<file path="src/rtl/msgd_pkg.sv">
package msgd_pkg;

	// Fraction bits of every fixed-point value
	localparam int FRAC_BITS = 16;

	// Field and register widths
	localparam int VAL_W  = 24;
	localparam int GRAD_W = 32;
	localparam int L1_W   = 16;
	localparam int KEEP_W = 17;
	localparam int MOM_W  = 17;
	localparam int RATE_W = 18;
	localparam int CFG_W  = 18;
	localparam int IDX_W  = 2;

	// Velocity after the L1 step
	localparam int VADJ_W = VAL_W + 1;
	// L2 product and its scaled value
	localparam int L2P_W  = VADJ_W + KEEP_W + 1;
	localparam int VD_W   = L2P_W - FRAC_BITS;
	// Momentum product and its scaled value
	localparam int MP_W   = VD_W + MOM_W + 1;
	localparam int VM_W   = MP_W - FRAC_BITS;
	// Gradient term
	localparam int GP_W   = GRAD_W + RATE_W + 1;
	localparam int GT_W   = GP_W - FRAC_BITS;
	// New velocity before clipping
	localparam int VN_W   = ((VM_W > GT_W) ? VM_W : GT_W) + 1;

	// Register indexes
	localparam logic [IDX_W-1:0] REG_L1_STEP   = IDX_W'(0);
	localparam logic [IDX_W-1:0] REG_L2_KEEP   = IDX_W'(1);
	localparam logic [IDX_W-1:0] REG_MOMENTUM  = IDX_W'(2);
	localparam logic [IDX_W-1:0] REG_RATE      = IDX_W'(3);

	// Register reset values
	localparam logic [L1_W-1:0]   L1_RESET   = '0;
	localparam logic [KEEP_W-1:0] KEEP_RESET = KEEP_W'(1) << FRAC_BITS;
	localparam logic [MOM_W-1:0]  MOM_RESET  = '0;
	localparam logic [RATE_W-1:0] RATE_RESET = '0;

	typedef struct packed {
		logic [L1_W-1:0]   l1_step;
		logic [KEEP_W-1:0] l2_keep;
		logic [MOM_W-1:0]  momentum;
		logic [RATE_W-1:0] rate_over_batch;
	} cfg_t;

	// Classified item handed from the front to the back
	typedef struct packed {
		logic signed [VAL_W-1:0]  weight;
		logic signed [VADJ_W-1:0] vadj;
		logic signed [GRAD_W-1:0] gradient;
		logic                     is_bias;
	} item_t;

endpackage

</file>
<file path="src/rtl/msgd_front.sv">
module msgd_front (
	input  logic signed [msgd_pkg::VAL_W-1:0]  weight_in,
	input  logic signed [msgd_pkg::VAL_W-1:0]  velocity_in,
	input  logic signed [msgd_pkg::GRAD_W-1:0] gradient_in,
	input  logic                               is_bias,
	input  msgd_pkg::cfg_t                     cfg,
	output msgd_pkg::item_t                    item
);
	import msgd_pkg::*;

	logic signed [VADJ_W-1:0] v_ext;
	logic signed [VADJ_W-1:0] l1_ext;
	logic                     w_pos;
	logic                     w_neg;

	assign v_ext  = VADJ_W'(velocity_in);
	assign l1_ext = signed'(VADJ_W'(cfg.l1_step));
	assign w_neg  = weight_in[VAL_W-1];
	assign w_pos  = !w_neg && (weight_in != '0);

	// L1 step moves the velocity against the sign of the weight, pulling the weight toward zero; biases skip it
	always_comb begin
		item.weight   = weight_in;
		item.gradient = gradient_in;
		item.is_bias  = is_bias;
		if (is_bias) begin
			item.vadj = v_ext;
		end else if (w_pos) begin
			item.vadj = v_ext - l1_ext;
		end else if (w_neg) begin
			item.vadj = v_ext + l1_ext;
		end else begin
			item.vadj = v_ext;
		end
	end

endmodule

</file>
<file path="config.mk">
export PLATFORM = sky130hd
export DESIGN_NAME = msgd_front
export DESIGN_NICKNAME = d
export VERILOG_FILES = /design/src/rtl/msgd_pkg.sv /design/src/rtl/msgd_front.sv
export SDC_FILE = /design/constraint.sdc
export NUM_CORES = 1
export LEC_CHECK = 0
export BUFFER_PORTS_ARGS = -buffer_cell sky130_fd_sc_hd__buf_2
export CORE_MARGIN = 4
export CORE_UTILIZATION = 40
export DETAILED_ROUTE_END_ITERATION = 16
export PLACE_DENSITY = 0.81
export SLEW_MARGIN = 30
export SYNTH_ARGS = -nofsm -noshare
export SYNTH_HDL_FRONTEND = slang
export SYNTH_SLANG_ARGS = --single-unit
</file>
<file path="constraint.sdc">
create_clock -name vclk -period 4.2
set_input_delay 0.21 -clock vclk [all_inputs]
set_output_delay 0.21 -clock vclk [all_outputs]
set_load 0.03 [all_outputs]
</file>
# ---- After elaboration in Yosys (flattened, before gate mapping)
# Index checks and enable logic that the tools add are counted.
# Widths: inputs -> output; s select.
dict set report op_classes {
  reduce_logical 3
  n_mux 3
  n_addsub 2
}
# operator count
set op_table {}
lappend op_table {{$mux 25} 3}
lappend op_table {{$add 24x17->25} 1}
lappend op_table {{$sub 24x17->25} 1}
lappend op_table {{$reduce_bool 24->1} 1}
lappend op_table {{$logic_and 1x1->1} 1}
lappend op_table {{$logic_not 1->1} 1}
dict set report word_totals {
  reg_bits 0
  word_cells 8
  output_inout_bits 82
}

# ---- Longest topological paths before layout
dict set report depth {
  word_depth 4
  depth_mapped 11
}

# ---- Worst setup path before layout
# Ideal clock, no wire load.
dict set report synth_path {
  kind {in2out}
  from {in cfg[60] (netlist name)}
  to {out item[55] (netlist name)}
  path_buffers 1
  t_required_ns 3.990
  arrival_ns 2.610
  path_stages 10
  slack_ns 1.380
  path_cell_list {inv_1 > ha_1 > buf_6 > or3_4 > o21bai_4 > a2111oi_2 > nor2_1 > o41ai_2 > a41oi_1 > xnor2_1}
}
# item line
set synth_lines {}
lappend synth_lines {{start: declaration} msgd_front.sv:6} ;# input msgd_pkg::cfg_t cfg,
lappend synth_lines {{end: declaration} msgd_front.sv:7} ;# output msgd_pkg::item_t item

==> key figures <==
Power and ir drop
  – Total leakage power: about 1.5 nW
  – P per Cell Area: around 160 nW/um^2
  – Sw Share: approximately 65%
  – Comb power frac: between 90% and 100%
  – Worst IR Drop VDD: 0.00008406 V
  – Int Pwr: ~0.18 mW
  – Clock network fraction of total power: 0%
  – P_sw: ~0.32 mW
  – Seq pwr share: 0%

Timing
  – Worst Tran Pin Value: about 890 ps
  – Crit path time final: between 3000 and 4000 ps
  – Setup Total Neg Slack: 0 ps
  – Final WS setup: approximately 990 ps
  – Fmax: slightly above 300 MHz
  – Rel. slew slack: 40.34%
  – Fin. Hold Viols: 0
  – Unrepaired setup endpoints after global routing: no
  – Final setup fails: 0
  – Worst hold slack: roughly 420 ps
  – Tcrit/Tclk final: between 70% and 80%
  – Final Max Tran Viols: 0

Setup path
  – Critical path endpoint category: output port
  – Crit path from: velocity_in[4]
  – Worst path max stage delay: between 400 and 500 ps
  – Slowest CP cell: ha_1
  – Startpoint types: primary input
  – Most common cell on crit path: buf_2
  – Crit Path Max Fanout: 9
  – Worst EP required: between 3000 and 4000 ps
  – Crit path cell chain: buf_2, ha_1, nor2_1, o211ai_1, a211oi_2, o311ai_4, o311ai_2, o31ai_1, a21oi_1, xor2_1, buf_2
  – Worst EP arrival: ~3000 ps
  – Kind of critical path: in2out
  – WP depth: 11
  – WP buf/inv: 2
  – CP top delay family: compound AO/OA/AOI/OAI gates

Clock tree
  – Cts repair resizes: 0
  – Post-CTS Repair Setup Buffers: 0
  – CTS Hold Buffers Added: 0

Yosys
  – Netlist Area Pre-Place: 2922 sq um
  – Syn Area/Cell: approximately 6.9 sq um
  – Post-synthesis compound-gate area fraction: between 30 and 40%
  – Gate Count Post-Synth: approximately 420
  – Largest family of logic cells by synthesized area: compound AO/OA/AOI/OAI gates
  – Adder-Cell Fraction of Synth Area: 15.07%
  – Post-Synth Simple-Gate Area: 18.89%
  – Xor/xnor share of the synthesized area: under 10%
  – Top cell type's share of synthesized area: about 15%
  – Yosys warns: 0
  – Unique masters post-synth: 69
  – Sequential area share after synthesis: 0%
  – Largest cells by area after synthesis: buf_4 (15%), ha_1 (14%), a21oi_1 (5.5%), nor2_1 (4.6%), xnor2_1 (3.9%)
  – Cell taking the most area after synthesis: buf_4
  – Most common cell in the netlist: buf_4
  – Synthesized net count: around 610
  – Most instantiated cells after synthesis: buf_4 (58), nor2_1 (36), a21oi_1 (32), ha_1 (32), inv_1 (30)
  – Mux share of post-synthesis cell area: less than 1%

Placement
  – Placer Congestion: slightly above 0.9
  – Post-Place Setup Slack: 1052 ps
  – Port bufs: roughly 120
  – Final HPWL DP: approximately 8000 microns

Detailed routing
  – Residual DRC: 0
  – Drt first pass iters: 5
  – First DRT Iteration DRCs: 397
  – Vias per inst: between 5 and 6
  – Routed Antenna Nets: 0
  – DR vias: 3253
  – Final WL: ~9500 microns
  – Post-DR wirelength/cell: 17.09 microns

Floorplanning
  – Core ar.: 6944 sq um
  – IO Count: 231
  – Die height: approximately 93 microns
  – Die area: just under 9000 sq um
  – Effective utilization at floorplan: approximately 42%
  – Die Wd: roughly 93 microns
  – # rows: 30

Layout
  – FF+latch area: 0 sq um
  – NumNets Final: ~650
  – FILL cells: between 700 and 800
  – Area Overhead vs Synth: 5.610%
  – Proportion of layout cells with a drive suffix above 1: between 20% and 30%
  – Clk_buf instances: 0
  – Seq_cells: 0
  – # diodes: 0

GRT
  – GRT overflow: 0
  – Initial antenna violation count: 0
  – GRT Util Overall: 20.16%
  – Largest net degree at the start of global routing: 21
  – Global-route wire length before repair: about 15000 microns
  – Vias in the first global route: slightly above 3000

Hold path
  – Hold_sp: gradient_in[9]
  – HP Class: in2out
  – Hold Path Depth: 0

Run
  – Max_cap viols: 0

Run status
  – Run status: finished, final reports clean
-- power by group through the flow --
stage          logic [mW]  registers, mW  clock network [mW]
6_report            0.496              0                   0
5_1_grt             0.537              0                   0
4_1_cts             0.490              0                   0
3_5_place_dp        0.488              0                   0
3_3_place_gp        0.477              0                   0
2_1_floorplan       0.428              0                   0
-- area by class of cell --
cell class	instances	area, sq um	share of cell area, %
inverter	35	131.4	4.258
multi-input combinational	312	2258	73.20
tap	96	120.1	3.893
timing repair buffer	115	575.6	18.65
-- kinds of logic (layout without fill, tap and decap cells) --
group,after synthesis,after routing
buf+inv,112,150
simple gates,114,114
xor+xnor,18,18
fa+ha+maj,34,34
mux,2,2
compound gates,144,144
-- cells in the final DEF, fill, tap and decap left out, types with 10 or more instances in the layout --
cell type,n
xnor2_1,13
o21ai_1,10
nor2_1,36
buf_2,115
ha_1,32
nand2_1,25
inv_1,30
o21ai_0,15
a21oi_1,32
-- stage by stage --
step / cell area [sq um] / utilization, % / cells / total power, mW
5_1_grt: 3085 / 44.43 / 558 / 0.5365
2_1_floorplan: 2922 / - / 424 / 0.4277
6_report: 3085 / 44.43 / 558 / 0.4958
3_3_place_gp: 3085 / 44.43 / 558 / 0.4774
4_1_cts: 3085 / 44.43 / 558 / 0.4897
3_5_place_dp: 3085 / 44.43 / 558 / 0.4875
-- final timing paths --
kind / endpoint / slack (ps)
min: item[10] / 420
max: item[52] / 990
-- routing by layer --
metal,vias to the layer above,share of wire (%),GRT usage [%]
li1,1561,-,-
met1,1482,39,24.84
met2,194,51,37.82
met3,16,9.1,1.287
met4,0,0.84,4.518
met5,-,0,0
Power figures use the tool's default switching activity.
