File: src/rtl/msgd_pkg.sv
package msgd_pkg;

	// Fraction bits of every fixed-point value
	localparam int FRAC_BITS = 16;

	// Field and register widths
	localparam int VAL_W  = 24;
	localparam int GRAD_W = 32;
	localparam int L1_W   = 16;
	localparam int KEEP_W = 17;
	localparam int MOM_W  = 17;
	localparam int RATE_W = 18;
	localparam int CFG_W  = 18;
	localparam int IDX_W  = 2;

	// Velocity after the L1 step
	localparam int VADJ_W = VAL_W + 1;
	// L2 product and its scaled value
	localparam int L2P_W  = VADJ_W + KEEP_W + 1;
	localparam int VD_W   = L2P_W - FRAC_BITS;
	// Momentum product and its scaled value
	localparam int MP_W   = VD_W + MOM_W + 1;
	localparam int VM_W   = MP_W - FRAC_BITS;
	// Gradient term
	localparam int GP_W   = GRAD_W + RATE_W + 1;
	localparam int GT_W   = GP_W - FRAC_BITS;
	// New velocity before clipping
	localparam int VN_W   = ((VM_W > GT_W) ? VM_W : GT_W) + 1;

	// Register indexes
	localparam logic [IDX_W-1:0] REG_L1_STEP   = IDX_W'(0);
	localparam logic [IDX_W-1:0] REG_L2_KEEP   = IDX_W'(1);
	localparam logic [IDX_W-1:0] REG_MOMENTUM  = IDX_W'(2);
	localparam logic [IDX_W-1:0] REG_RATE      = IDX_W'(3);

	// Register reset values
	localparam logic [L1_W-1:0]   L1_RESET   = '0;
	localparam logic [KEEP_W-1:0] KEEP_RESET = KEEP_W'(1) << FRAC_BITS;
	localparam logic [MOM_W-1:0]  MOM_RESET  = '0;
	localparam logic [RATE_W-1:0] RATE_RESET = '0;

	typedef struct packed {
		logic [L1_W-1:0]   l1_step;
		logic [KEEP_W-1:0] l2_keep;
		logic [MOM_W-1:0]  momentum;
		logic [RATE_W-1:0] rate_over_batch;
	} cfg_t;

	// Classified item handed from the front to the back
	typedef struct packed {
		logic signed [VAL_W-1:0]  weight;
		logic signed [VADJ_W-1:0] vadj;
		logic signed [GRAD_W-1:0] gradient;
		logic                     is_bias;
	} item_t;

endpackage

File: src/rtl/msgd_back.sv
module msgd_back (
	input  logic                               clk,
	input  logic                               arst_n,
	input  msgd_pkg::cfg_t                     cfg,
	input  logic                               q_valid,
	input  msgd_pkg::item_t                    q_item,
	output logic                               q_pop,
	output logic                               out_valid,
	input  logic                               out_stall,
	output logic signed [msgd_pkg::VAL_W-1:0]  weight_out,
	output logic signed [msgd_pkg::VAL_W-1:0]  velocity_out,
	output logic                               saturated
);
	import msgd_pkg::*;

	localparam logic signed [VAL_W-1:0] VAL_MAX = {1'b0, {(VAL_W-1){1'b1}}};
	localparam logic signed [VAL_W-1:0] VAL_MIN = {1'b1, {(VAL_W-1){1'b0}}};

	logic valid_s1, valid_s2, valid_s3, valid_s4;
	logic en1, en2, en3, en4;

	logic signed [L2P_W-1:0]  l2p_s1;
	logic signed [GP_W-1:0]   gp_s1;
	logic signed [VADJ_W-1:0] vadj_s1;
	logic                     bias_s1;
	logic signed [VAL_W-1:0]  w_s1;

	logic signed [MP_W-1:0]   mp_s2;
	logic signed [GT_W-1:0]   gt_s2;
	logic signed [VAL_W-1:0]  w_s2;

	logic signed [VAL_W-1:0]  vs_s3;
	logic                     hit_s3;
	logic signed [VAL_W-1:0]  w_s3;

	logic signed [VAL_W-1:0]  ws_s4;
	logic signed [VAL_W-1:0]  vs_s4;
	logic                     hit_s4;

	logic signed [KEEP_W:0]   keep_sx;
	logic signed [MOM_W:0]    mom_sx;
	logic signed [RATE_W:0]   rate_sx;
	logic signed [L2P_W-1:0]  l2p_d;
	logic signed [GP_W-1:0]   gp_d;
	logic signed [VD_W-1:0]   vd;
	logic signed [MP_W-1:0]   mp_d;
	logic signed [VN_W-1:0]   vn;
	logic signed [VAL_W:0]    wsum;
	logic signed [VAL_W-1:0]  vs_d;
	logic                     vhit_d;
	logic signed [VAL_W-1:0]  ws_d;
	logic                     whit_d;

	// Stage enables: a stage moves when it is empty or its successor moves
	assign en4   = !valid_s4 || !out_stall;
	assign en3   = !valid_s3 || en4;
	assign en2   = !valid_s2 || en3;
	assign en1   = !valid_s1 || en2;
	assign q_pop = q_valid && en1;

	assign keep_sx = signed'({1'b0, cfg.l2_keep});
	assign mom_sx  = signed'({1'b0, cfg.momentum});
	assign rate_sx = signed'({1'b0, cfg.rate_over_batch});

	assign l2p_d = q_item.vadj * keep_sx;
	assign gp_d  = q_item.gradient * rate_sx;

	// Biases skip the L2 scaling
	assign vd   = bias_s1 ? VD_W'(vadj_s1) : l2p_s1[L2P_W-1:FRAC_BITS];
	assign mp_d = vd * mom_sx;

	assign vn = VN_W'(signed'(mp_s2[MP_W-1:FRAC_BITS])) - VN_W'(gt_s2);

	always_comb begin
		if (vn[VN_W-1:VAL_W-1] == '0 || vn[VN_W-1:VAL_W-1] == '1) begin
			vs_d   = vn[VAL_W-1:0];
			vhit_d = 1'b0;
		end else begin
			vs_d   = vn[VN_W-1] ? VAL_MIN : VAL_MAX;
			vhit_d = 1'b1;
		end
	end

	assign wsum = (VAL_W+1)'(w_s3) + (VAL_W+1)'(vs_s3);

	always_comb begin
		if (wsum[VAL_W] == wsum[VAL_W-1]) begin
			ws_d   = wsum[VAL_W-1:0];
			whit_d = 1'b0;
		end else begin
			ws_d   = wsum[VAL_W] ? VAL_MIN : VAL_MAX;
			whit_d = 1'b1;
		end
	end

	always_ff @(posedge clk) begin
		if (en1) begin
			l2p_s1  <= l2p_d;
			gp_s1   <= gp_d;
			vadj_s1 <= q_item.vadj;
			bias_s1 <= q_item.is_bias;
			w_s1    <= q_item.weight;
		end
		if (en2) begin
			mp_s2 <= mp_d;
			gt_s2 <= gp_s1[GP_W-1:FRAC_BITS];
			w_s2  <= w_s1;
		end
		if (en3) begin
			vs_s3  <= vs_d;
			hit_s3 <= vhit_d;
			w_s3   <= w_s2;
		end
		if (en4) begin
			ws_s4  <= ws_d;
			vs_s4  <= vs_s3;
			hit_s4 <= hit_s3 || whit_d;
		end
	end

	always_ff @(posedge clk or negedge arst_n) begin
		if (!arst_n) begin
			valid_s1 <= 1'b0;
			valid_s2 <= 1'b0;
			valid_s3 <= 1'b0;
			valid_s4 <= 1'b0;
		end else begin
			if (en1) begin
				valid_s1 <= q_valid;
			end
			if (en2) begin
				valid_s2 <= valid_s1;
			end
			if (en3) begin
				valid_s3 <= valid_s2;
			end
			if (en4) begin
				valid_s4 <= valid_s3;
			end
		end
	end

	assign out_valid    = valid_s4;
	assign weight_out   = ws_s4;
	assign velocity_out = vs_s4;
	assign saturated    = hit_s4;

endmodule

File: config.mk
export PLATFORM = sky130hd
export DESIGN_NAME = msgd_back
export DESIGN_NICKNAME = d
export VERILOG_FILES = /design/src/rtl/msgd_pkg.sv /design/src/rtl/msgd_back.sv
export SDC_FILE = /design/constraint.sdc
export NUM_CORES = 2
export LEC_CHECK = 0
export BUFFER_PORTS_ARGS = -buffer_cell sky130_fd_sc_hd__buf_2
export CAP_MARGIN = 20
export CORE_MARGIN = 10
export CORE_UTILIZATION = 35
export CTS_CLUSTER_SIZE = 10
export DETAILED_ROUTE_END_ITERATION = 10
export HOLD_SLACK_MARGIN = 0.12
export PLACE_DENSITY = 0.58
export SLEW_MARGIN = 25
export SYNTH_ARGS = -nofsm -noshare
export SYNTH_HDL_FRONTEND = slang
export SYNTH_SLANG_ARGS = --single-unit
File: constraint.sdc
create_clock -name clk -period 12.25 [get_ports clk]
set_clock_uncertainty 0.1 [all_clocks]
set_input_delay 0.6125 -clock clk [delete_from_list [all_inputs] [get_ports clk]]
set_output_delay 0.6125 -clock clk [all_outputs]
set_load 0.01 [all_outputs]
After elaboration in Yosys (flattened, before gate mapping). Cells that the tools add are included.

Register bits: 350. Input port bits: 154. Output and inout bits: 51. Word-level logic and storage cells: 45.

$add $sub $neg: 2. $mul: 3. Eq/ne operators: 2. Multiplexer cells: 7. Reductions and logical operators: 13.

Operator list (count): 2-to-1 mux 24 bit (4); multiplier 32 x 19 -> 51 bit (1); multiplier 27 x 18 -> 45 bit (1); multiplier 25 x 18 -> 43 bit (1); subtractor 29 x 35 -> 36 bit (1); 2-to-1 mux 27 bit (1); adder 24 x 24 -> 25 bit (1); equality test 13 bit (second input constant) (1); zero test 13 bit (1); logical OR 1 bit (6); zero test 1 bit (5); 2-to-1 mux 1 bit (2); equality test 1 bit (1); logical AND 1 bit (1).

Longest topological paths before layout.
Word-level depth: 6. Depth in mapped cells: 28. Depth with buffers taken out: 25.

Worst setup path before layout. Ideal clock, no wire load.

Kind: register -> register. From: reg bias_s1. To: reg mp_s2[41] (data pin). Library setup time: 0.258 ns. Arrival time: 7.342 ns. Data required time: 11.892 ns. Setup slack: 4.551 ns. Cell stages (with the launch flop): 28. Buffers on the path: 3. Clock period less this slack: 7.699 ns. Path through: edfxtp_1 clkbuf_1 clkbuf_1 mux2_2 clkbuf_1 and2_1 fa_1 inv_1 fa_1 fa_1 inv_1 fa_1 fa_1 inv_1 fa_1 inv_1 ha_1 a21o_1 a21o_1 a41oi_1 a21oi_1 a21oi_1 a21bo_2 o41a_1 a22o_1 o41ai_1 o21ba_2 xnor2_1.

Word-level cells in the longest chain between the ends: 2.

Ends and longest elaborated chain: start: declaration (RTL line msgd_back.sv:25) `logic bias_s1;`; start signal: assignment (RTL line msgd_back.sv:101) `bias_s1 <= q_item.is_bias;`; 2-to-1 mux 27 bit (RTL line msgd_back.sv:69) `assign vd = bias_s1 ? VD_W'(vadj_s1) : l2p_s1[L2P_W-1:FRAC_BITS];`; multiplier 27 x 18 -> 45 bit (RTL line msgd_back.sv:70) `assign mp_d = vd * mom_sx;`; via mp_d[41] (RTL line msgd_back.sv:46) `logic signed [MP_W-1:0] mp_d;`; end signal: assignment (RTL line msgd_back.sv:105) `mp_s2 <= mp_d;`; end: declaration (RTL line msgd_back.sv:28) `logic signed [MP_W-1:0] mp_s2;`.

The timed path passes the listed nets, and every way through them passes these cells. A chain may end at the register's enable or synchronous reset.

Worst setup path after layout.
From: reg bias_s1. To: reg mp_s2[43] (data pin).

Same word-level chain as after synthesis.

==> results_dict.tcl <==
set metrics [dict create \
    dr.pass1.iters 5 \
    grt_antenna_before_repair 10 \
    groute.usage.overall 0.162 \
    rrSetupSlack_ps 4200 \
    fin_cells 8928 \
    wire_per_inst_um 17.5 \
    r2r_end "mp_s2[43]" \
    crit_required_ps 12430 \
    grtUsageMet1 0.209 \
    rsz0062_at_grt "no" \
    cts-resized-gates 0 \
    fmax_mhz 124 \
    first_iter_violations 2038 \
    hold_end "w_s1[13]" \
    pre_cts_slack_ps 3910 \
    final_antenna_net_count 0 \
    path_buf_inv 6 \
    ys_ff_latch 302 \
    numCtsBuffers 37 \
    grt_max_degree 75 \
    dp_hpwl_mm 121 \
    drive_above_1_share 0.0453 \
    grt_pass1_wl_mm 259 \
    core_um2 180000 \
    ys_types 88 \
    wl_mm 156 \
    clk_pin_slew_worst_paths_ps 50 \
    hold_viol_final 0 \
    dp.cells 8857 \
    fillerInstances 18200 \
    start_util 0.351 \
    syn_to_final_growth_pct 6.81 \
    setup.worst_path.class "flop to flop" \
    core.rowCount 156 \
    fin_nets 8494 \
    die_w_um 445 \
    grt_pass1_vias 48200 \
    gr-usage-met3 0.0173 \
    rr_startpoint "bias_s1" \
    worst_slew_pin_slew_ps 991 \
    tns_ps 0 \
    finalSetupViolCount 0 \
    hold_path_depth 1 \
    synthesis.nets 8474 \
    yosys.area.top_type "fa_1" \
    layout_min_cycle_time_ps 8050 \
    clock_path_buffers 3 \
    die_h_um 445 \
    synth-edff-count 298 \
    drv_slew 0 \
    overflow 0 \
    maxCapViolCount 0 \
    worstSetupStartpointType "flop" \
    reg2reg_depth 26 \
    dr_total_vias 42400 \
    cp.arrival_ps 8240 \
    synth_top_area_share 0.448 \
    met2_usage 0.289 \
    worstPathMaxFanout 28 \
    setup_slack_ps 4200 \
    synth_area_um2 63300 \
    io-pin-count 205 \
    synth_async_sr_flop_share 0.0132 \
    portBuffers 188 \
    path_delay_family "adder cells" \
    htree_levels 2 \
    postLayoutCellArea_um2 67600 \
    cp-end-kind "flop" \
    ys_warn_count 0 \
    synthTopCellsByCount "1,760 x inv_1, 1,416 x fa_1, 802 x nand2_1" \
    cts_root_buffer "clkbuf_16" \
    cts_tree "built" \
    clock_latency_ps 560 \
    die-area_um2 198000 \
    ys_seq_area_frac 0.143 \
    ys.flop_type "edfxtp_1" \
    outcome "completed" \
    grt-busiest-layer "met2" \
    globalplace.congestion 0.853 \
    crit_path_top_delay_cell "mux2_2" \
    period_share 0.657 \
    post-route-drc-count 0 \
    routed_via_density 4.75 \
    numClockSinks 302 \
    place_area_um2 66400 \
    synth_cells 6516 \
    crit_path_frequent_cell "fa_1" \
    hold_class "input port to flop" \
    min_from "q_item[71]" \
    slowest_delay_ps 590 \
    avgSynthCellArea_um2 9.71 \
    synth_most_common_cell "inv_1" \
    maxSlewHeadroom 0.330 \
    synth_area_leaders "fa_1 45%, edfxtp_1 14%, inv_1 10%" \
]
flip-flops by register name, indices dropped and copies added (netlist names), 25 cells and up:
register,cells
mp_s2,29
gt_s2,35
gp_s1,35
vadj_s1,25
l2p_s1,27
stage by stage:
stage,hold slack [ps],util
after CTS,120,0.375
after global placement,301,0.368
after floorplan,217,-
after detailed placement,305,0.368
after global routing,131,0.375
final,151,0.375
final cells by class:
type | count | area (um2) | share of cell area
clock buffers | 47 | 985 | 0.0146
flip-flops and latches | 302 | 9050 | 0.134
well taps | 2370 | 2970 | 0.0439
diodes | 6 | 15.0 | 0.000222
inverters | 1762 | 6610 | 0.0978
clock inverters | 8 | 63.8 | 0.000944
repair buffers | 213 | 1150 | 0.0171
multi-input cells | 4220 | 46800 | 0.692
per-layer routing:
metal  wire [um]  vias up
met5          13        -
met1       66700    22100
met2       78500      923
li1            -    19100
met3        6670      242
met4        4120        2
placed cells by master (no fill, tap or decap), types with 22 or more instances in the layout:
master / synthesis / final
fa_1: 1416 / 1416
nand4_1: 23 / 23
xnor2_1: 107 / 107
nand2b_1: 32 / 32
nand3_1: 25 / 24
ha_1: 388 / 388
o21a_1: 26 / 26
mux2_2: 22 / 22
a21oi_1: 150 / 150
nand2_1: 802 / 800
nor3_1: 36 / 36
a21o_1: 56 / 56
inv_1: 1760 / 1760
and2_1: 681 / 681
clkbuf_16: 0 / 38
nor2_1: 84 / 84
o21ai_0: 61 / 61
edfxtp_1: 298 / 298
and3_1: 22 / 22
xor2_1: 40 / 40
nor2b_1: 66 / 66
buf_2: 5 / 188
kinds of logic after synthesis:
logic type                 synth area share
adders and majority gates             0.525
and+or+nand+nor                       0.144
AOI/OAI and AO/OA                    0.0437
DFF                                   0.143
buffers and inverters                 0.119
xor gates and xnor gates             0.0203
muxes                               0.00492
timing repair:
item                      CTS  global route
hold endpoints to repair   13             0
setup buffers               0             0
hold buffers               10             0
worst reg2reg max path, cell delays in order, from the launching register on:
cell	delay [ps]
edfxtp_1	310
buf_4	340
mux2_2	610
and2_1	280
fa_1	530
inv_1	50
fa_1	530
fa_1	520
inv_1	50
fa_1	500
fa_1	490
inv_1	50
fa_1	500
inv_1	60
ha_1	290
nand2_1	70
o21ai_0	230
nor3_1	70
a211oi_1	480
buf_4	250
a41o_1	230
a21bo_2	180
o41a_1	270
a31oi_1	220
o21ai_0	320
a21oi_1	130
xnor2_1	150
how the worst max path moves through the flow:
stage	cells past startpoint	start	endpoint
5_1_grt	26	bias_s1	mp_s2[43]
3_5_place_dp	25	cfg[44]	l2p_s1[42]
4_1_cts	26	bias_s1	mp_s2[43]
2_1_floorplan	27	bias_s1	mp_s2[41]
3_3_place_gp	25	cfg[44]	l2p_s1[42]
6_report	26	bias_s1	mp_s2[43]
Power is left out: the tool's default activity adds up to more than one toggle a clock period on the data nets, which glitch-free logic cannot reach.
