[config.mk]
export PLATFORM = sky130hd
export DESIGN_NAME = msgd_queue
export DESIGN_NICKNAME = d
export VERILOG_FILES = /design/src/rtl/msgd_pkg.sv /design/src/rtl/msgd_queue.sv
export SDC_FILE = /design/constraint.sdc
export NUM_CORES = 1
export LEC_CHECK = 0
export ABC_AREA = 1
export CORE_MARGIN = 1.5
export CORE_UTILIZATION = 40
export CTS_CLUSTER_SIZE = 10
export DETAILED_ROUTE_END_ITERATION = 7
export DONT_BUFFER_PORTS = 1
export HOLD_SLACK_MARGIN = 0.08
export SYNTH_ARGS = -nofsm -noshare
export SYNTH_HDL_FRONTEND = slang
export SYNTH_SLANG_ARGS = --single-unit
[constraint.sdc]
create_clock -name clk -period 4.2 [get_ports clk]
set_input_delay 0.84 -clock clk [delete_from_list [all_inputs] [get_ports clk]]
set_output_delay 0.84 -clock clk [all_outputs]
set_load 0.05 [all_outputs]
[src/rtl/msgd_pkg.sv]
package msgd_pkg;

	// Fraction bits of every fixed-point value
	localparam int FRAC_BITS = 16;

	// Field and register widths
	localparam int VAL_W  = 24;
	localparam int GRAD_W = 32;
	localparam int L1_W   = 16;
	localparam int KEEP_W = 17;
	localparam int MOM_W  = 17;
	localparam int RATE_W = 18;
	localparam int CFG_W  = 18;
	localparam int IDX_W  = 2;

	// Velocity after the L1 step
	localparam int VADJ_W = VAL_W + 1;
	// L2 product and its scaled value
	localparam int L2P_W  = VADJ_W + KEEP_W + 1;
	localparam int VD_W   = L2P_W - FRAC_BITS;
	// Momentum product and its scaled value
	localparam int MP_W   = VD_W + MOM_W + 1;
	localparam int VM_W   = MP_W - FRAC_BITS;
	// Gradient term
	localparam int GP_W   = GRAD_W + RATE_W + 1;
	localparam int GT_W   = GP_W - FRAC_BITS;
	// New velocity before clipping
	localparam int VN_W   = ((VM_W > GT_W) ? VM_W : GT_W) + 1;

	// Register indexes
	localparam logic [IDX_W-1:0] REG_L1_STEP   = IDX_W'(0);
	localparam logic [IDX_W-1:0] REG_L2_KEEP   = IDX_W'(1);
	localparam logic [IDX_W-1:0] REG_MOMENTUM  = IDX_W'(2);
	localparam logic [IDX_W-1:0] REG_RATE      = IDX_W'(3);

	// Register reset values
	localparam logic [L1_W-1:0]   L1_RESET   = '0;
	localparam logic [KEEP_W-1:0] KEEP_RESET = KEEP_W'(1) << FRAC_BITS;
	localparam logic [MOM_W-1:0]  MOM_RESET  = '0;
	localparam logic [RATE_W-1:0] RATE_RESET = '0;

	typedef struct packed {
		logic [L1_W-1:0]   l1_step;
		logic [KEEP_W-1:0] l2_keep;
		logic [MOM_W-1:0]  momentum;
		logic [RATE_W-1:0] rate_over_batch;
	} cfg_t;

	// Classified item handed from the front to the back
	typedef struct packed {
		logic signed [VAL_W-1:0]  weight;
		logic signed [VADJ_W-1:0] vadj;
		logic signed [GRAD_W-1:0] gradient;
		logic                     is_bias;
	} item_t;

endpackage

[src/rtl/msgd_queue.sv]
module msgd_queue (
	input  logic            clk,
	input  logic            arst_n,
	input  logic            push,
	input  msgd_pkg::item_t push_item,
	output logic            full,
	input  logic            pop,
	output logic            pop_valid,
	output msgd_pkg::item_t pop_item
);
	import msgd_pkg::*;

	item_t      mem_q [2];
	logic       wr_ptr_q;
	logic       rd_ptr_q;
	logic [1:0] count_q;
	logic       do_push;
	logic       do_pop;

	assign full      = (count_q == 2'd2);
	assign pop_valid = (count_q != 2'd0);
	assign pop_item  = mem_q[rd_ptr_q];
	assign do_push   = push && !full;
	assign do_pop    = pop && pop_valid;

	always_ff @(posedge clk) begin
		if (do_push) begin
			mem_q[wr_ptr_q] <= push_item;
		end
	end

	always_ff @(posedge clk or negedge arst_n) begin
		if (!arst_n) begin
			wr_ptr_q <= 1'b0;
			rd_ptr_q <= 1'b0;
			count_q  <= 2'd0;
		end else begin
			if (do_push) begin
				wr_ptr_q <= !wr_ptr_q;
			end
			if (do_pop) begin
				rd_ptr_q <= !rd_ptr_q;
			end
			if (do_push && !do_pop) begin
				count_q <= count_q + 2'd1;
			end else if (do_pop && !do_push) begin
				count_q <= count_q - 2'd1;
			end
		end
	end

endmodule

# After elaboration in Yosys (flattened, before gate mapping)

Memory sizes are Yosys's and may differ from the RTL's.
Cells that the tools add are included.

Memories kept: 1
Output and inout bits: 84
Input port bits: 86
Memory bits (writable): 164
Word-level logic and storage cells: 22
Register bits: 4

Memory list:

| memory | words | bits a word | rd ports | clocked after Yosys merged registers in | write ports | line             | text |
|---|---|---|---|---|---|---|---|
| mem_q  | 2     | 82          | 1        | 0                                       | 1           | msgd_queue.sv:13 | `item_t mem_q [2];` |

Muxes and demuxes: 4
Reductions and logical operators: 11
Eq/ne operators: 1
Add/sub/neg operators: 2

Operators with widths:

| cell                                                               | count |
|---|---|
| 1-bit zero test                                                    | 5 |
| 1-bit logical AND                                                  | 4 |
| 2-bit 2-to-1 mux                                                   | 2 |
| 2-bit nonzero test                                                 | 2 |
| 2-bit by 1-bit adder with 2-bit output, second input constant      | 1 |
| 2-bit equality test, second input constant                         | 1 |
| 1-bit 2-to-1 mux                                                   | 2 |
| 2-bit by 1-bit subtractor with 2-bit output, second input constant | 1 |

# Depth between registers and ports, before layout

Gate-level depths: netlist of run 1.

Depth after elaboration: 7
Depth in mapped cells: 9
Mapped depth without buffers: 9

# Least setup slack after synthesis of run 1

No wires, ideal clock.

Path type: in2reg
Start point: input push
End point: memory mem_q[1][0] (netlist name), enable pin
Required time: 3.677 ns
Path buffers: 0
Stages: 2
Arrival: 4.363 ns
Slack: -0.686 ns
Path through: o21ai_0 -> nor2_1

Word-level cells in the longest chain between the ends: 3

RTL lines:

| what                                   | line             | text |
|---|---|---|
| start, declared                        | msgd_queue.sv:4  | `input logic push,` |
| 1-bit logical AND                      | msgd_queue.sv:23 | `assign do_push = push && !full;` |
| 1-bit 2-to-1 mux                       | msgd_queue.sv:27 | `if (do_push) begin` |
| 1-bit 2-to-1 mux (implied by the code) | msgd_queue.sv:28 | `mem_q[wr_ptr_q] <= push_item;` |
| end, declared                          | msgd_queue.sv:13 |  |

No other way between the ends.

==> flow_summary.toml, run 1 <==
[run_status]
status = "finished, final reports clean"

[critical_path]
critPathMostFrequentCell = "nand2_1"
worstSetupPathType = "reg -> out"
max_stage_delay_ns = 0.70
cp-end-kind = "output pin"
critical_path.slowest_cell = "buf_4"
worstPathArrival_ns = 2.08
crit_path_cell_trace = "buf_4 -> nand2_1 -> nand2_1"
cp_data_required_time_ns = 3.36
critPathLaunchType = "flop"
path_max_fanout = 83

[floorplan]
pin_count = 170
fp-row-count = 45
die_h_um = 128
core_area_um2 = 15300
die_area_um2 = 16400
initial_core_util_pct = 41.0
die_x_um = 128

[route]
drtPass1Iterations = 4
vias_per_cell = 4.66
drt_first_iter_violations = 172
drc_errors = 0
wl_mm = 11.3
avgRoutedWirePerCell_um = 16.4
ant_nets = 0
vias = 3213

[grt]
gr-total-overflow = 0
grt_usage_pct = 14.2
grt_pass1_vias = 3154
grt_max_degree = 84
antenna_found_initial = 0
grt_pass1_wl_mm = 17.0

[layout]
diodes = 0
drive_above_1_share_pct = 7.52
fill_cells = 1336
syn_to_final_growth_pct = 12.0
fin_util_pct = 45.9
multi_input_area_um2 = 1030
register_area_um2 = 5030
finalNetCount = 553

[synth]
synth_cell_types = 14
synth_most_common_cell = "nand2_1"
synth_edf_count = 164
syn_avg_cell_area_um2 = 13.6
yosysWarningCount = 0
ys_seq_elements = 168
netlist_area_um2 = 6260
yosysSeqAreaShare_pct = 80.3
syn_inst = 460
synth_top_area_share_pct = 78.7
ys_top_cells_by_area = "edfxtp_1, nand2_1, buf_6, dfrtp_1, inv_1"
synth_flop_cell = "edfxtp_1"
syn_nets = 547
yosys-top-cells-count = "nand2_1, edfxtp_1, buf_6"
ys_async_sr_fraction_pct = 2.38
synth_top_area_cell = "edfxtp_1"

[cts]
post-cts-setup-buffers = 0
clock_latency_ns = 0.41
clkTransAtPathRegs_ns = 0.06
cts_resized = 0
htreeDepth = 4
postCtsHoldBufs = 0
cts_tree = "built"
ctsLongestPathBuffers = 2
clock-sinks = 168
cts_buffers = 17
clockRootBuffer = "clkbuf_16"

[timing]
rsz0062_at_grt = "no"
fin_hold_ws_ns = 0.115
finalSetupViolCount = 0
drv_slew = 0
fmax_ghz = 0.343
fin_crit_ns = 2.92
timing.setup.tns_ns = 0
slew_headroom_pct = 40.1
final.period_utilization_pct = 69.4
tightestPinTransition_ns = 0.896
hold_viol_final = 0
finClkSkew_ns = 0.00750

[placement]
hpwl_mm = 7.20
port_buffers = 0
place.gp.congestion = 0.744

[worst_hold_path]
hold_path.class = "in -> async"

[flow_run]
drv_cap = 0
==> final cells by class <==
type / instances / share of cell area [%]
clock inverters: 13 / 2.20
multi-input cells: 266 / 14.6
clock buffers: 19 / 6.18
flip-flops and latches: 168 / 71.7
repair buffers: 5 / 1.07
well taps: 211 / 3.77
inverters: 8 / 0.446
==> flip-flops by register name (all words and copies together) (netlist names) <==
| name | flops |
|---|---|
| wr_ptr_q | 1 |
| rd_ptr_q | 1 |
| count_q | 2 |
| mem_q | 164 |
==> worst max-delay path, delay by kind of cell (launching register included) <==
family	cells	cell delay, ns
buf+inv	1	0.70
flops	1	0.36
simple gates	2	0.59
==> layer usage <==
layer | vias up | wire length [um] | GRT usage [%] | part of all wire [%]
met2 | 141 | 5270 | 21.6 | 46
met3 | 11 | 1540 | 9.72 | 14
met5 | - | 0 | 0 | 0
li1 | 1557 | - | - | -
met4 | 0 | 129 | 4.63 | 1.1
met1 | 1504 | 4410 | 15.9 | 39
==> cell families (layout without fill, tap and decap cells) <==
family	count (synthesis)	count (layout)	synth area share [%]
adder cells (fa/ha/maj)	1	1	0.200
buffers and inverters	26	45	3.40
XOR/XNOR	1	1	0.140
flip-flops	168	168	80.3
AO/OA/AOI/OAI	1	1	0.0799
AND/OR/NAND/NOR	263	263	15.9
==> per-stage QoR <==
stage	instance area (um2)	setup WS [ns]	std cells
3_5_place_dp	6420	1.68	658
6_report	7010	1.28	690
4_1_cts	7010	1.25	690
3_3_place_gp	6420	1.67	658
2_1_floorplan	6260	0.678	460
5_1_grt	7010	1.12	690
==> worst paths after layout <==
kind	from	endpoint	slack (ns)	cells past startpoint
min in group clk	wr_ptr_q	wr_ptr_q	0.48	2
hold / removal	arst_n	count_q[1]	0.11	0
setup reg to reg	count_q[1]	mem_q[0][3]	2.04	7
max in group asynchronous	arst_n	rd_ptr_q	4.01	0
setup / recovery	rd_ptr_q	pop_item[52]	1.28	3
hold reg to reg	wr_ptr_q	wr_ptr_q	0.48	2
==> cell usage in the layout, fill, tap and decap left out <==
| master | netlist | routed |
|---|---|---|
| nand2_1 | 257 | 257 |
| edfxtp_1 | 164 | 164 |
| clkbuf_16 | 0 | 17 |
| inv_1 | 7 | 6 |
| clkinv_2 | 0 | 3 |
| clkinv_1 | 0 | 3 |
| clkinv_4 | 0 | 3 |
| bufinv_16 | 0 | 3 |
| dfrtp_1 | 4 | 3 |
| buf_12 | 0 | 3 |
| nor2_1 | 3 | 2 |
| nand3_1 | 2 | 2 |
| clkbuf_1 | 0 | 2 |
| buf_4 | 2 | 2 |
| inv_2 | 1 | 1 |
| o21ai_0 | 1 | 1 |
| nor2_4 | 0 | 1 |
| xnor2_1 | 1 | 1 |
| nand4_1 | 1 | 1 |
| ha_1 | 1 | 1 |
| clkinvlp_4 | 0 | 1 |
| inv_6 | 0 | 1 |
| dfrtp_2 | 0 | 1 |
Power of run 1 is left out: the tool's default activity adds up to more than one toggle a clock period on the data nets, which glitch-free logic cannot reach.
==> run 2, diff against run 1 <==
==> constraint.sdc (replaced) <==
create_clock -name clk -period 2.7 [get_ports clk]
set_input_delay 0.54 -clock clk [delete_from_list [all_inputs] [get_ports clk]]
set_output_delay 0.54 -clock clk [all_outputs]
set_load 0.05 [all_outputs]
==> flow_summary.toml, run 2 (same netlist as run 1, synthesis figures left out) <==
[route]
ant_nets = 0
vias_per_cell = 4.57
drtPass1Iterations = 4
drc_errors = 0
dr.max_layer_used = "met4"
routed-wl-met3_mm = 1.45
drt_first_iter_violations = 179
wl_mm = 12.3
avgRoutedWirePerCell_um = 15.8
wl_met1_mm = 4.72
vias = 3556
dr_wl_met2_mm = 5.92

[placement]
port_buffers = 0
place.gp.congestion = 0.792
hpwl_mm = 8.32
dp.cells = 745
pre_cts_ws_ns = 0.841

[power_and_ir_drop]
ir_drop_v = 0.00102
cellPowerDensity_nw_per_um2 = 1490
p_leak_nw = 3.49
p_total_w = 0.0130

[critical_path]
worst_r2r_path_depth = 8
path_max_fanout = 27
critPathMostFrequentCell = "nand2_1"
worstSetupPathType = "reg -> out"
cp_data_required_time_ns = 2.16
max_stage_delay_ns = 0.42
critPathLaunchType = "flop"
regToRegSetupSlack_ns = 0.81
cp-end-kind = "output pin"
worstPathArrival_ns = 1.59
r2r-start = "count_q[0]"
worst-path-buf-inv = 3
crit_path_cell_trace = "inv_2 -> buf_4 -> nand2_1 -> nand2_1 -> buf_12"
r2r_end = "count_q[1]"
crit_family = "buffers and inverters"
critical_path.slowest_cell = "dfrtp_2"

[cts]
clockRootBuffer = "clkbuf_16"
cts_buffers = 17
cts_resized = 0
post-cts-setup-buffers = 0
htreeDepth = 4
ctsLongestPathBuffers = 2
clkTransAtPathRegs_ns = 0.06
cts_tree = "built"
postCtsHoldBufs = 1
clock_latency_ns = 0.42
clock-sinks = 168

[floorplan]
die_area_um2 = 16400
pin_count = 170
initial_core_util_pct = 41.0
die_x_um = 128
core_area_um2 = 15300
die_h_um = 128
fp-row-count = 45

[layout]
finalNetCount = 641
top_register = "mem_q"
final_common_cell = "nand2_1"
drive_above_1_share_pct = 22.4
stdcell_count = 778
syn_to_final_growth_pct = 39.4
diodes = 0
top_regs = "mem_q x164, count_q x2"
largest_reg_flops = 164
layout_common_cells = "nand2_1, edfxtp_1, buf_12"

[timing]
fin_crit_ns = 2.13
rsz0062_at_grt = "no"
tightestPinTransition_ns = 0.603
final.period_utilization_pct = 79.0
drv_slew = 0
fmax_ghz = 0.469
finClkSkew_ns = 0.00637
hold_viol_final = 0
worst_slack_ns = 0.566
finalSetupViolCount = 0
timing.setup.tns_ns = 0
slew_headroom_pct = 59.7

[grt]
grt_max_degree = 57
grt_usage_pct = 15.7
grt_pass1_wl_mm = 19.1
antenna_found_initial = 0
gr-total-overflow = 0
grt_pass1_vias = 3645

[run_status]
status = "finished, final reports clean"

[worst_hold_path]
whs_path_depth = 0
hold_path.class = "in -> reg"
min_from = "push_item[0]"
hold_path_end = "mem_q[0][0]"

[flow_run]
drv_cap = 0
==> run 2: worst max-delay path by stage <==
stage                           from           end  cells after the start
after floorplan           count_q[0]   mem_q[0][0]                      4
after global placement          push  mem_q[1][25]                      3
after detailed placement  count_q[0]    count_q[1]                      8
after CTS                   rd_ptr_q  pop_item[40]                      5
after global routing        rd_ptr_q  pop_item[25]                      5
final                       rd_ptr_q  pop_item[40]                      5
==> run 2: cell type report <==
type                       instances  area, um2
clock inverter                    15        150
clock buffer                      17        425
tap                              211        264
inverter                           8       33.8
timing repair buffer              93       1790
fill                            1192       6540
multi-input combinational        266       1030
sequential                       168       5030
==> run 2: through the flow <==
stage	hold WS (ns)	utilization, %	area [um2]
finish	0.215	57.2	8720
global route	0.187	57.2	8720
CTS	0.194	57.2	8720
detailed placement	0.245	53.3	8140
global placement	0.245	53.3	8140
floorplan	0.244	-	6270
==> run 2: report_power, final <==
group	switching, W	internal (W)
Sequential	0.000145	0.00355
Clock	0.000969	0.00136
Combinational	0.00414	0.00282
Total	0.00525	0.00773
==> run 2: routing by layer <==
| layer | global-route usage (%) | vias to the layer above |
|---|---|---|
| li1 | - | 1735 |
| met1 | 18.5 | 1670 |
| met2 | 24.3 | 137 |
| met3 | 8.60 | 14 |
| met4 | 5.75 | 0 |
| met5 | 0 | - |
Note: power is estimated with default switching activity, not from simulation.
